File: src/rtl/mrsa_pkg.sv
// Shared types, codes and the status-length table for the MIDI running-status assembler.
// Used by every module under rtl/. No dependencies.
`default_nettype none

package mrsa_pkg;

  localparam int DEFAULT_BUFFER_DEPTH = 32;
  localparam int SYSEX_MIN            = 4;

  localparam logic [7:0] ST_NONE   = 8'h00;
  localparam logic [7:0] ST_SYSEX  = 8'hF0;
  localparam logic [7:0] ST_TUNE   = 8'hF6;
  localparam logic [7:0] ST_EOX    = 8'hF7;
  localparam logic [7:0] ST_RT_MIN = 8'hF8;

  typedef enum logic [1:0] {
    KIND_RT    = 2'd0,
    KIND_SHORT = 2'd1,
    KIND_SYSEX = 2'd2,
    KIND_ERROR = 2'd3
  } kind_t;

  typedef enum logic [1:0] {
    ERR_NONE        = 2'd0,
    ERR_SHORT_SYSEX = 2'd1,
    ERR_INTERRUPTED = 2'd2,
    ERR_BUF_FULL    = 2'd3
  } err_t;

  typedef enum logic [1:0] {
    CLS_RT     = 2'd0,
    CLS_STATUS = 2'd1,
    CLS_DATA   = 2'd2
  } cls_t;

  // classified word passed from front to back
  typedef struct packed {
    cls_t       cls;
    logic [7:0] data;
    logic       is_eox;
    logic       len_one;
  } cmd_t;

  // one result word
  typedef struct packed {
    kind_t      kind;
    logic [7:0] status;
    logic [7:0] first;
    logic [7:0] second;
    logic [1:0] count;
    logic       last;
    err_t       err;
  } res_t;

  // message length including status; 0 = never completes
  function automatic logic [1:0] msg_len(input logic [7:0] s);
    logic [1:0] len;
    len = 2'd0;
    if (s >= 8'h80 && s <= 8'hBF) len = 2'd3;
    else if (s >= 8'hC0 && s <= 8'hDF) len = 2'd2;
    else if (s >= 8'hE0 && s <= 8'hEF) len = 2'd3;
    else if (s == 8'hF1 || s == 8'hF3) len = 2'd2;
    else if (s == 8'hF2) len = 2'd3;
    else if (s == ST_TUNE) len = 2'd1;
    return len;
  endfunction

endpackage

`default_nettype wire

File: src/rtl/mrsa_front.sv
// Input side: takes raw MIDI bytes and classifies them into command words.
// Depends on mrsa_pkg.
`default_nettype none

module mrsa_front (
  input  wire logic             push,
  input  wire logic [7:0]       byte_in,
  output logic                  full,
  input  wire logic             fifo_full,
  output logic                  cmd_push,
  output mrsa_pkg::cmd_t        cmd
);

  assign full     = fifo_full;
  assign cmd_push = push && !fifo_full;

  always_comb begin
    if (byte_in >= mrsa_pkg::ST_RT_MIN) begin
      cmd.cls = mrsa_pkg::CLS_RT;
    end else if (byte_in[7]) begin
      cmd.cls = mrsa_pkg::CLS_STATUS;
    end else begin
      cmd.cls = mrsa_pkg::CLS_DATA;
    end
    cmd.data    = byte_in;
    cmd.is_eox  = (byte_in == mrsa_pkg::ST_EOX);
    cmd.len_one = (mrsa_pkg::msg_len(byte_in) == 2'd1);
  end

endmodule

`default_nettype wire

File: src/rtl/mrsa_cmd_fifo.sv
// Two-entry queue of command words between the front and back sections.
// Depends on mrsa_pkg.
`default_nettype none

module mrsa_cmd_fifo (
  input  wire logic             clk,
  input  wire logic             rst,
  input  wire logic             wr_en,
  input  wire mrsa_pkg::cmd_t   wr_data,
  output logic                  full,
  input  wire logic             rd_en,
  output mrsa_pkg::cmd_t        rd_data,
  output logic                  valid
);

  mrsa_pkg::cmd_t q [2];
  logic       wp;
  logic       rp;
  logic [1:0] fill;

  assign full    = (fill == 2'd2);
  assign valid   = (fill != 2'd0);
  assign rd_data = q[rp];

  always_ff @(posedge clk) begin
    if (wr_en) q[wp] <= wr_data;
  end

  always_ff @(posedge clk) begin
    if (rst) begin
      wp   <= 1'b0;
      rp   <= 1'b0;
      fill <= 2'd0;
    end else begin
      if (wr_en) wp <= ~wp;
      if (rd_en) rp <= ~rp;
      case ({wr_en, rd_en})
        2'b10:   fill <= fill + 2'd1;
        2'b01:   fill <= fill - 2'd1;
        default: fill <= fill;
      endcase
    end
  end

endmodule

`default_nettype wire

File: src/rtl/mrsa_back.sv
// Execution side: running status, sysex buffer, message assembly and the result register.
// Depends on mrsa_pkg.
`default_nettype none

module mrsa_back #(
  parameter int BUFFER_DEPTH = mrsa_pkg::DEFAULT_BUFFER_DEPTH
) (
  input  wire logic             clk,
  input  wire logic             rst,
  input  wire logic             cmd_valid,
  input  wire mrsa_pkg::cmd_t   cmd,
  output logic                  cmd_pop,
  input  wire logic             res_pop,
  output logic                  res_valid,
  output mrsa_pkg::res_t        res
);

  localparam int AW = $clog2(BUFFER_DEPTH);
  localparam int CW = $clog2(BUFFER_DEPTH + 1);

  typedef enum logic [3:0] {
    S_IDLE = 4'b0001,
    S_READ = 4'b0010,
    S_EMIT = 4'b0100,
    S_TAIL = 4'b1000
  } state_t;

  function automatic mrsa_pkg::res_t mk_res(
    input mrsa_pkg::kind_t kind,
    input logic [7:0]      status,
    input logic [7:0]      first,
    input logic [7:0]      second,
    input logic [1:0]      count,
    input logic            last,
    input mrsa_pkg::err_t  err
  );
    mrsa_pkg::res_t r;
    r.kind   = kind;
    r.status = status;
    r.first  = first;
    r.second = second;
    r.count  = count;
    r.last   = last;
    r.err    = err;
    return r;
  endfunction

  state_t         state, state_next;
  logic [7:0]     rs, rs_next;
  logic [CW-1:0]  count, count_next;
  logic [7:0]     d0, d0_next;
  logic [7:0]     d1, d1_next;
  logic [AW-1:0]  ptr, ptr_next;
  logic [7:0]     b_hold, b_hold_next;
  logic           eox_hold, eox_hold_next;
  logic           tail_hold, tail_hold_next;
  mrsa_pkg::res_t res_next;
  logic           load;
  logic           out_free;
  logic           mem_we;
  logic           mem_re;
  logic [7:0]     rd_data;
  logic [1:0]     rs_len;
  logic           drain_end;
  logic           head_e1;
  logic           head_e2;

  logic [7:0] mem [BUFFER_DEPTH];

  assign out_free  = !res_valid || res_pop;
  assign cmd_pop   = (state == S_IDLE) && cmd_valid && out_free;
  assign rs_len    = mrsa_pkg::msg_len(rs);
  assign drain_end = (CW'(ptr) == count - CW'(1));
  assign head_e1   = (rs == mrsa_pkg::ST_SYSEX);
  assign head_e2   = (rs != mrsa_pkg::ST_SYSEX) && (count != '0);

  always_comb begin
    state_next     = state;
    rs_next        = rs;
    count_next     = count;
    d0_next        = d0;
    d1_next        = d1;
    ptr_next       = ptr;
    b_hold_next    = b_hold;
    eox_hold_next  = eox_hold;
    tail_hold_next = tail_hold;
    res_next       = res;
    load           = 1'b0;
    mem_we         = 1'b0;
    mem_re         = 1'b0;

    case (state)
      S_IDLE: begin
        if (cmd_pop) begin
          case (cmd.cls)
            mrsa_pkg::CLS_RT: begin
              load     = 1'b1;
              res_next = mk_res(mrsa_pkg::KIND_RT, cmd.data, 8'h00, 8'h00, 2'd0, 1'b1,
                                mrsa_pkg::ERR_NONE);
            end
            mrsa_pkg::CLS_DATA: begin
              if (count >= CW'(BUFFER_DEPTH)) begin
                load     = 1'b1;
                res_next = mk_res(mrsa_pkg::KIND_ERROR, mrsa_pkg::ST_NONE, 8'h00, 8'h00,
                                  2'd0, 1'b1, mrsa_pkg::ERR_BUF_FULL);
              end else begin
                mem_we = 1'b1;
                if (count == CW'(0)) d0_next = cmd.data;
                if (count == CW'(1)) d1_next = cmd.data;
                if ((rs != mrsa_pkg::ST_SYSEX) &&
                    ((rs_len == 2'd2 && count == CW'(0)) ||
                     (rs_len == 2'd3 && count == CW'(1)))) begin
                  load       = 1'b1;
                  count_next = '0;
                  res_next   = mk_res(mrsa_pkg::KIND_SHORT, rs,
                                      (count == CW'(0)) ? cmd.data : d0,
                                      (count == CW'(1)) ? cmd.data : 8'h00,
                                      (count == CW'(0)) ? 2'd1 : 2'd2, 1'b1,
                                      mrsa_pkg::ERR_NONE);
                end else begin
                  count_next = count + CW'(1);
                end
              end
            end
            mrsa_pkg::CLS_STATUS: begin
              if (head_e1 && count >= CW'(mrsa_pkg::SYSEX_MIN)) begin
                // buffered sysex long enough: play it out byte by byte
                ptr_next       = '0;
                b_hold_next    = cmd.data;
                eox_hold_next  = cmd.is_eox;
                tail_hold_next = !cmd.is_eox && cmd.len_one;
                state_next     = S_READ;
              end else begin
                rs_next     = cmd.data;
                count_next  = '0;
                b_hold_next = cmd.data;
                if (head_e1 || head_e2) begin
                  load     = 1'b1;
                  res_next = mk_res(mrsa_pkg::KIND_ERROR, mrsa_pkg::ST_NONE, 8'h00, 8'h00,
                                    2'd0, !cmd.len_one,
                                    head_e1 ? mrsa_pkg::ERR_SHORT_SYSEX
                                            : mrsa_pkg::ERR_INTERRUPTED);
                  if (cmd.len_one) state_next = S_TAIL;
                end else if (cmd.len_one) begin
                  load     = 1'b1;
                  res_next = mk_res(mrsa_pkg::KIND_SHORT, cmd.data, 8'h00, 8'h00, 2'd0,
                                    1'b1, mrsa_pkg::ERR_NONE);
                end
              end
            end
            default: ;
          endcase
        end
      end
      S_READ: begin
        mem_re     = 1'b1;
        state_next = S_EMIT;
      end
      S_EMIT: begin
        if (out_free) begin
          load     = 1'b1;
          res_next = mk_res(mrsa_pkg::KIND_SYSEX, mrsa_pkg::ST_SYSEX, rd_data, 8'h00, 2'd0,
                            drain_end && !tail_hold, mrsa_pkg::ERR_NONE);
          if (drain_end) begin
            count_next = '0;
            rs_next    = eox_hold ? mrsa_pkg::ST_NONE : b_hold;
            state_next = tail_hold ? S_TAIL : S_IDLE;
          end else begin
            ptr_next   = ptr + AW'(1);
            state_next = S_READ;
          end
        end
      end
      S_TAIL: begin
        if (out_free) begin
          load       = 1'b1;
          res_next   = mk_res(mrsa_pkg::KIND_SHORT, b_hold, 8'h00, 8'h00, 2'd0, 1'b1,
                              mrsa_pkg::ERR_NONE);
          state_next = S_IDLE;
        end
      end
      default: state_next = S_IDLE;
    endcase
  end

  // sysex buffer
  always_ff @(posedge clk) begin
    if (mem_we) mem[count[AW-1:0]] <= cmd.data;
    if (mem_re) rd_data <= mem[ptr];
  end

  always_ff @(posedge clk) begin
    d0        <= d0_next;
    d1        <= d1_next;
    ptr       <= ptr_next;
    b_hold    <= b_hold_next;
    eox_hold  <= eox_hold_next;
    tail_hold <= tail_hold_next;
    res       <= res_next;
  end

  always_ff @(posedge clk) begin
    if (rst) begin
      state     <= S_IDLE;
      rs        <= mrsa_pkg::ST_NONE;
      count     <= '0;
      res_valid <= 1'b0;
    end else begin
      state <= state_next;
      rs    <= rs_next;
      count <= count_next;
      if (load) begin
        res_valid <= 1'b1;
      end else if (res_pop) begin
        res_valid <= 1'b0;
      end
    end
  end

endmodule

`default_nettype wire

File: src/rtl/midi_running_status_assembler.sv
// MIDI running-status assembler, top level.
// Instantiates mrsa_front, mrsa_cmd_fifo and mrsa_back; depends on mrsa_pkg.
//
// Usage:
//  - Input queue: drive byte_in and raise push; a word is taken at a clock
//    edge with push high and full low. full rises when the two-word command
//    queue between the front and back sections is full.
//  - Result queue: while empty is low the oldest result sits on the result
//    ports; it is taken at an edge with pop high. A byte may cause no result
//    (buffered data) or several; the final one it causes carries last.
//  - Result path: with the back end idle and the result register free, a
//    taken byte is written into the queue and from there loads the result
//    register. Realtime bytes, short messages and errors load it straight
//    from the idle state; an error on a one-byte status adds that status.
//  - A sysex payload plays out of the single-port buffer byte by byte: each
//    byte is read (S_READ), then loaded into the result register (S_EMIT)
//    once it is free; no new byte is executed meanwhile, but up to two more
//    are taken into the queue.
//  - Stall: when the receiver holds pop low the result register keeps its
//    word, the back end waits, and the queue fills until full rises.
//  - Reset (rst, synchronous): clears running status and the fill count and
//    empties the queue and the result register. Buffer contents are not cleared; only
//    entries below the fill count are ever read.
`default_nettype none

module midi_running_status_assembler #(
  parameter int BUFFER_DEPTH = mrsa_pkg::DEFAULT_BUFFER_DEPTH
) (
  input  wire logic       clk,
  input  wire logic       rst,
  input  wire logic       push,
  input  wire logic [7:0] byte_in,
  output logic            full,
  output logic            empty,
  input  wire logic       pop,
  output logic [1:0]      kind,
  output logic [7:0]      status_byte,
  output logic [7:0]      first_data,
  output logic [7:0]      second_data,
  output logic [1:0]      data_count,
  output logic            last,
  output logic [1:0]      error_code
);

  mrsa_pkg::cmd_t front_cmd;
  mrsa_pkg::cmd_t q_cmd;
  mrsa_pkg::res_t res;
  logic           cmd_push;
  logic           q_full;
  logic           q_valid;
  logic           cmd_pop;
  logic           res_valid;
  logic           res_pop;

  // front: classify each byte into a command word
  mrsa_front u_front (
    .push      (push),
    .byte_in   (byte_in),
    .full      (full),
    .fifo_full (q_full),
    .cmd_push  (cmd_push),
    .cmd       (front_cmd)
  );

  // short queue decoupling the two sections
  mrsa_cmd_fifo u_fifo (
    .clk     (clk),
    .rst     (rst),
    .wr_en   (cmd_push),
    .wr_data (front_cmd),
    .full    (q_full),
    .rd_en   (cmd_pop),
    .rd_data (q_cmd),
    .valid   (q_valid)
  );

  // back: running status, buffer and result register
  mrsa_back #(
    .BUFFER_DEPTH (BUFFER_DEPTH)
  ) u_back (
    .clk       (clk),
    .rst       (rst),
    .cmd_valid (q_valid),
    .cmd       (q_cmd),
    .cmd_pop   (cmd_pop),
    .res_pop   (res_pop),
    .res_valid (res_valid),
    .res       (res)
  );

  assign empty   = !res_valid;
  assign res_pop = pop && res_valid;

  assign kind        = res.kind;
  assign status_byte = res.status;
  assign first_data  = res.first;
  assign second_data = res.second;
  assign data_count  = res.count;
  assign last        = res.last;
  assign error_code  = res.err;

endmodule

`default_nettype wire
File: config.mk
export PLATFORM = sky130hd
export DESIGN_NAME = midi_running_status_assembler
export DESIGN_NICKNAME = d
export VERILOG_FILES = /design/src/rtl/mrsa_pkg.sv /design/src/rtl/mrsa_front.sv /design/src/rtl/mrsa_cmd_fifo.sv /design/src/rtl/mrsa_back.sv /design/src/rtl/midi_running_status_assembler.sv
export SDC_FILE = /design/constraint.sdc
export NUM_CORES = 1
export LEC_CHECK = 0
export ABC_CLOCK_PERIOD_IN_PS = 4400
export BUFFER_PORTS_ARGS = -buffer_cell sky130_fd_sc_hd__buf_4
export CORE_MARGIN = 5
export CORE_UTILIZATION = 40
export CTS_CLUSTER_SIZE = 30
export DETAILED_ROUTE_END_ITERATION = 12
export PLACE_DENSITY = 0.58
export SYNTH_ARGS = -nofsm -noshare
export SYNTH_HDL_FRONTEND = slang
export SYNTH_SLANG_ARGS = --single-unit
File: constraint.sdc
create_clock -name clk -period 4.4 [get_ports clk]
set_clock_uncertainty 0.1 [all_clocks]
set_input_delay 0.22 -clock clk [delete_from_list [all_inputs] [get_ports clk]]
set_output_delay 0.22 -clock clk [all_outputs]
set_load 0.02 [all_outputs]
==> impl_summary.txt <==
----------------------------------------------------
[Synthesis]
  Largest cells by area after synthesis ... sky130_fd_sc_hd__edfxtp_1 (68%), sky130_fd_sc_hd__mux4_2 (12%), sky130_fd_sc_hd__dfxtp_1 (3.2%), sky130_fd_sc_hd__nor2_1 (1.7%), sky130_fd_sc_hd__a21oi_1 (0.83%)
  Dominant cell type by area after synthesis ... sky130_fd_sc_hd__edfxtp_1
  Total standard cell area after synthesis ... 0.0150 mm^2
  Post-synthesis net count ... 867
  Mean instance size in the synthesized netlist ... 17.8 um^2
  Number of cells produced by synthesis ... 845
  Count of distinct cell types in the synthesized netlist ... 64
  Fraction of registers with async set/reset ... 0%
  Yosys warnings ... 0
  Fraction of post-synthesis cell area in the top cell type by area ... 68.4%
  Post-synth EDFFs ... 342
  Dominant register cell in the synthesized netlist ... sky130_fd_sc_hd__edfxtp_1
  Share of the yosys chip area belonging to registers ... 71.6%
  #FFs+latches synth ... 366

[Clock tree]
  Clock buffers created by TritonCTS ... 38
  Clk Tree Root Cell ... sky130_fd_sc_hd__clkbuf_16
  Total clock sinks ... 366
  CTS tree ... built
  Max Root-Sink Buffers ... 3
  # H-tree levels ... 2
  Total setup buffers inserted after CTS ... 0
  Insertion delay to the later sink of the worst-skew pair ... 0.51 ns
  Post-CTS clock slew at the launch and capture registers of the worst setup and hold paths ... 0.06 ns

[Global route]
  Vias in the first global route ... 7761
  Largest net degree at the start of global routing ... 69
  Wire length of the first global-routing pass ... 48900 um
  Global Route Usage Sum ... 15.5%
  Number of antenna violations at the first check in global routing ... 1
  Overflow left after global routing ... 0

[Route]
  Final Routed Wirelength ... 32000 um
  Drt drc ... 0
  Remaining antenna violation count ... 0
  Vias per cell ... 5.52
  Drt initial violations ... 602
  Per-cell routed wire length ... 22.5 um
  Iteration count of the initial detailed-routing pass ... 5
  Overall via count from detail_route ... 7859

[Timing]
  Final count of pins violating max slew ... 0
  Slew at the pin closest to its max-slew limit ... 1.25 ns
  Unrepaired setup endpoints after global routing ... false
  Maximum clock frequency ... 303 MHz
  Number of hold violations in the final report ... 0
  Worst hold slack ... 0.0915 ns
  Final setup vio count ... 0
  Ratio of final minimum period to clock period ... 75.0%
  Minimum period implied by the final worst setup slack ... 3.30 ns
  Fin Setup TNS ... 0 ns
  Worst rel slew slack ... 16.8%
  Final worst slack ... 1.10 ns

[Setup path]
  Data arrival time of the worst path ... 3.37 ns
  CP endpoint ... u_back.res[17]$_DFFE_PP_
  Critical Setup Path Class ... flip-flop to flip-flop
  Startpoint kind of the worst setup timing path ... flip-flop
  Data required time at the worst endpoint ... 4.47 ns
  Crit Reg-Reg Startpoint ... u_back.count[2]$_SDFFE_PP0P_
  Reg2Reg Capture Point ... u_back.res[17]$_DFFE_PP_
  Delay of the slowest cell on the worst path ... 0.61 ns
  Worst setup path start ... u_back.count[2]$_SDFFE_PP0P_
  Cell breakdown of the critical path ... nor4_1 > nand2_1 > a2111oi_4 > nor2_1 > a2bb2oi_1 > a21oi_4 > buf_4
  Worst reg-to-reg path cell count ... 7
  Critical-path top delay cell ... sky130_fd_sc_hd__nor4_1
  Critical path capture point type ... flip-flop
  Worst-path maximum fanout ... 31
  Register-to-register setup slack ... 1.10 ns

[Placement]
  Input/output buffers ... 44
  Final GP Congestion ... 0.924
  Post-place instance area ... 0.0160 mm^2
  HPWL Detailed ... 20600 um
  Worst slack at placement ... 1.10 ns

[Die]
  Placement row count ... 71
  Area of the placeable core ... 0.0373 mm^2
  Top Ports ... 45
  Die Y-Extent ... 204 um
  Die Footprint ... 0.0415 mm^2
  Die extent in x ... 204 um
  Initial core utilization ... 40.2%

[Finish]
  Share of cells above drive strength 1 ... 23.9%
  Area of the multi-input gates ... 0.00396 mm^2
  Total number of nets in the final design ... 944
  Area taken by flip-flops and latches ... 0.0108 mm^2
  Area Growth Syn to Fin ... 15.5%
  Fill count ... 3188
  Diode count ... 0
  Total non-filler cell area in the finished layout ... 0.0173 mm^2

[Outcome]
  Status ... completed

[Hold path]
  Class of the tightest hold or removal check ... input port to flip-flop

[Pwr]
  Cell Pwr Density ... 525 mW/mm^2
  Final Total Pwr ... 9100 uW
  Leakage power ... 0.00552 uW
  Maximum resistive drop on vdd ... 0.237 mV

[Run]
  Number of max-cap violations ... 0

----------------------------------------------------
==> cell usage in the layout (no fill, tap or decap), drive strengths merged, types with 11 or more instances in the layout <==
cell type / netlist / routed
a21oi: 25 / 25
buf: 18 / 73
clkbuf: 28 / 47
clkinv: 1 / 14
dfxtp: 24 / 24
edfxtp: 342 / 342
inv: 27 / 27
mux2i: 11 / 11
mux4: 80 / 80
nand2: 33 / 33
nor2: 66 / 66
nor3: 14 / 14
nor3b: 11 / 11
o21ai: 19 / 19
==> cells in the mapped netlist (4+ instances only) <==
cell type,count
sky130_fd_sc_hd__edfxtp_1,342
sky130_fd_sc_hd__mux4_2,80
sky130_fd_sc_hd__nor2_1,66
sky130_fd_sc_hd__nand2_1,33
sky130_fd_sc_hd__inv_1,27
sky130_fd_sc_hd__clkbuf_1,26
sky130_fd_sc_hd__a21oi_1,25
sky130_fd_sc_hd__dfxtp_1,24
sky130_fd_sc_hd__o21ai_0,19
sky130_fd_sc_hd__nor3_1,13
sky130_fd_sc_hd__buf_2,11
sky130_fd_sc_hd__mux2i_1,11
sky130_fd_sc_hd__ha_1,10
sky130_fd_sc_hd__nor3b_1,10
sky130_fd_sc_hd__a22o_1,9
sky130_fd_sc_hd__mux2_2,9
sky130_fd_sc_hd__nand3_1,8
sky130_fd_sc_hd__o21a_1,8
sky130_fd_sc_hd__xor2_1,8
sky130_fd_sc_hd__or3_1,6
sky130_fd_sc_hd__xnor2_1,6
sky130_fd_sc_hd__and2_1,5
sky130_fd_sc_hd__buf_1,5
sky130_fd_sc_hd__nand2b_1,5
sky130_fd_sc_hd__nand3b_1,5
sky130_fd_sc_hd__nor4_1,5
sky130_fd_sc_hd__a2111oi_0,4
sky130_fd_sc_hd__a211o_1,4
sky130_fd_sc_hd__a222oi_1,4
sky130_fd_sc_hd__a311oi_1,4
sky130_fd_sc_hd__a32o_1,4
==> metrics by stage <==
step	util, %	std cells
6_report	46.4	1424
5_1_grt	46.4	1424
4_1_cts	46.4	1424
3_5_place_dp	42.8	1346
3_3_place_gp	42.8	1346
2_1_floorplan	-	845
==> flip-flops by register name (all words and copies together), names as in the netlist, 2 cells and up, named ones only <==
signal,cells
u_fifo.q,24
u_back.res,31
u_fifo.fill,2
u_back.ptr,5
u_back.rd_data,8
u_back.count,6
u_back.d0,8
u_back.mem,256
u_back.rs,8
u_back.b_hold,8
u_back.state,4
==> kinds of logic (layout without fill, tap and decap cells) <==
logic type | count (synthesis) | after routing | synth area share [%]
buffers and inverters | 74 | 179 | 2.03
DFF | 366 | 366 | 71.6
adders and majority gates | 10 | 10 | 0.834
AOI/OAI and AO/OA | 100 | 100 | 4.84
muxes | 100 | 100 | 13.4
xor gates and xnor gates | 14 | 14 | 0.817
and+or+nand+nor | 181 | 181 | 6.43
==> layer usage <==
| layer | vias to the layer above | track usage (%) | part of all wire [%] |
|---|---|---|---|
| met1 | 4030 | 22.8 | 44 |
| met5 | - | 0 | 0 |
| met2 | 243 | 24.6 | 48 |
| met3 | 41 | 2.23 | 5.4 |
| met4 | 0 | 3.76 | 1.8 |
| li1 | 3545 | - | - |
==> layout make-up <==
cell class / count / share of cell area, %
Multi-Input combinational cell: 405 / 22.9
Inverter: 28 / 0.607
Timing Repair Buffer: 83 / 3.81
Clock inverter: 21 / 1.51
Clock buffer: 47 / 5.74
Sequential cell: 366 / 62.0
Tap cell: 474 / 3.42
==> how the worst min path moves through the flow <==
stage          startpoint                             to  slack [ns]  cells past startpoint
2_1_floorplan  byte_in[0]       u_fifo.q[0][2]$_DFFE_PP_        0.22                      0
3_3_place_gp   byte_in[1]       u_fifo.q[1][3]$_DFFE_PP_        0.32                      1
3_5_place_dp   byte_in[1]       u_fifo.q[0][3]$_DFFE_PP_        0.32                      1
4_1_cts               pop  u_back.res_valid$_SDFFE_PP0P_        0.07                      4
5_1_grt               pop  u_back.res_valid$_SDFFE_PP0P_        0.11                      4
6_report              pop  u_back.res_valid$_SDFFE_PP0P_        0.09                      4
==> critical path: cells and delay by family (launching register included) <==
kind                   cells  cell delay, ns
buffers and inverters      1            0.36
DFF                        1            0.48
AOI/OAI and AO/OA          3            0.79
and+or+nand+nor            3            1.21
==> power breakdown <==
| group | internal [uW] | leakage (uW) | switching [uW] |
|---|---|---|---|
| Combinational | 449 | 0.00161 | 1010 |
| Sequential | 4320 | 0.00331 | 103 |
| Clock | 1960 | 0.000605 | 1260 |
| Total | 6730 | 0.00552 | 2370 |
==> repair_timing <==
| item | 4_1_cts | 5_1_grt |
|---|---|---|
| endpoints found under the hold margin | 35 | 0 |
| gates resized for setup | 0 | 0 |
| hold buffers | 10 | 0 |
Note: power is estimated with default switching activity, not from simulation.
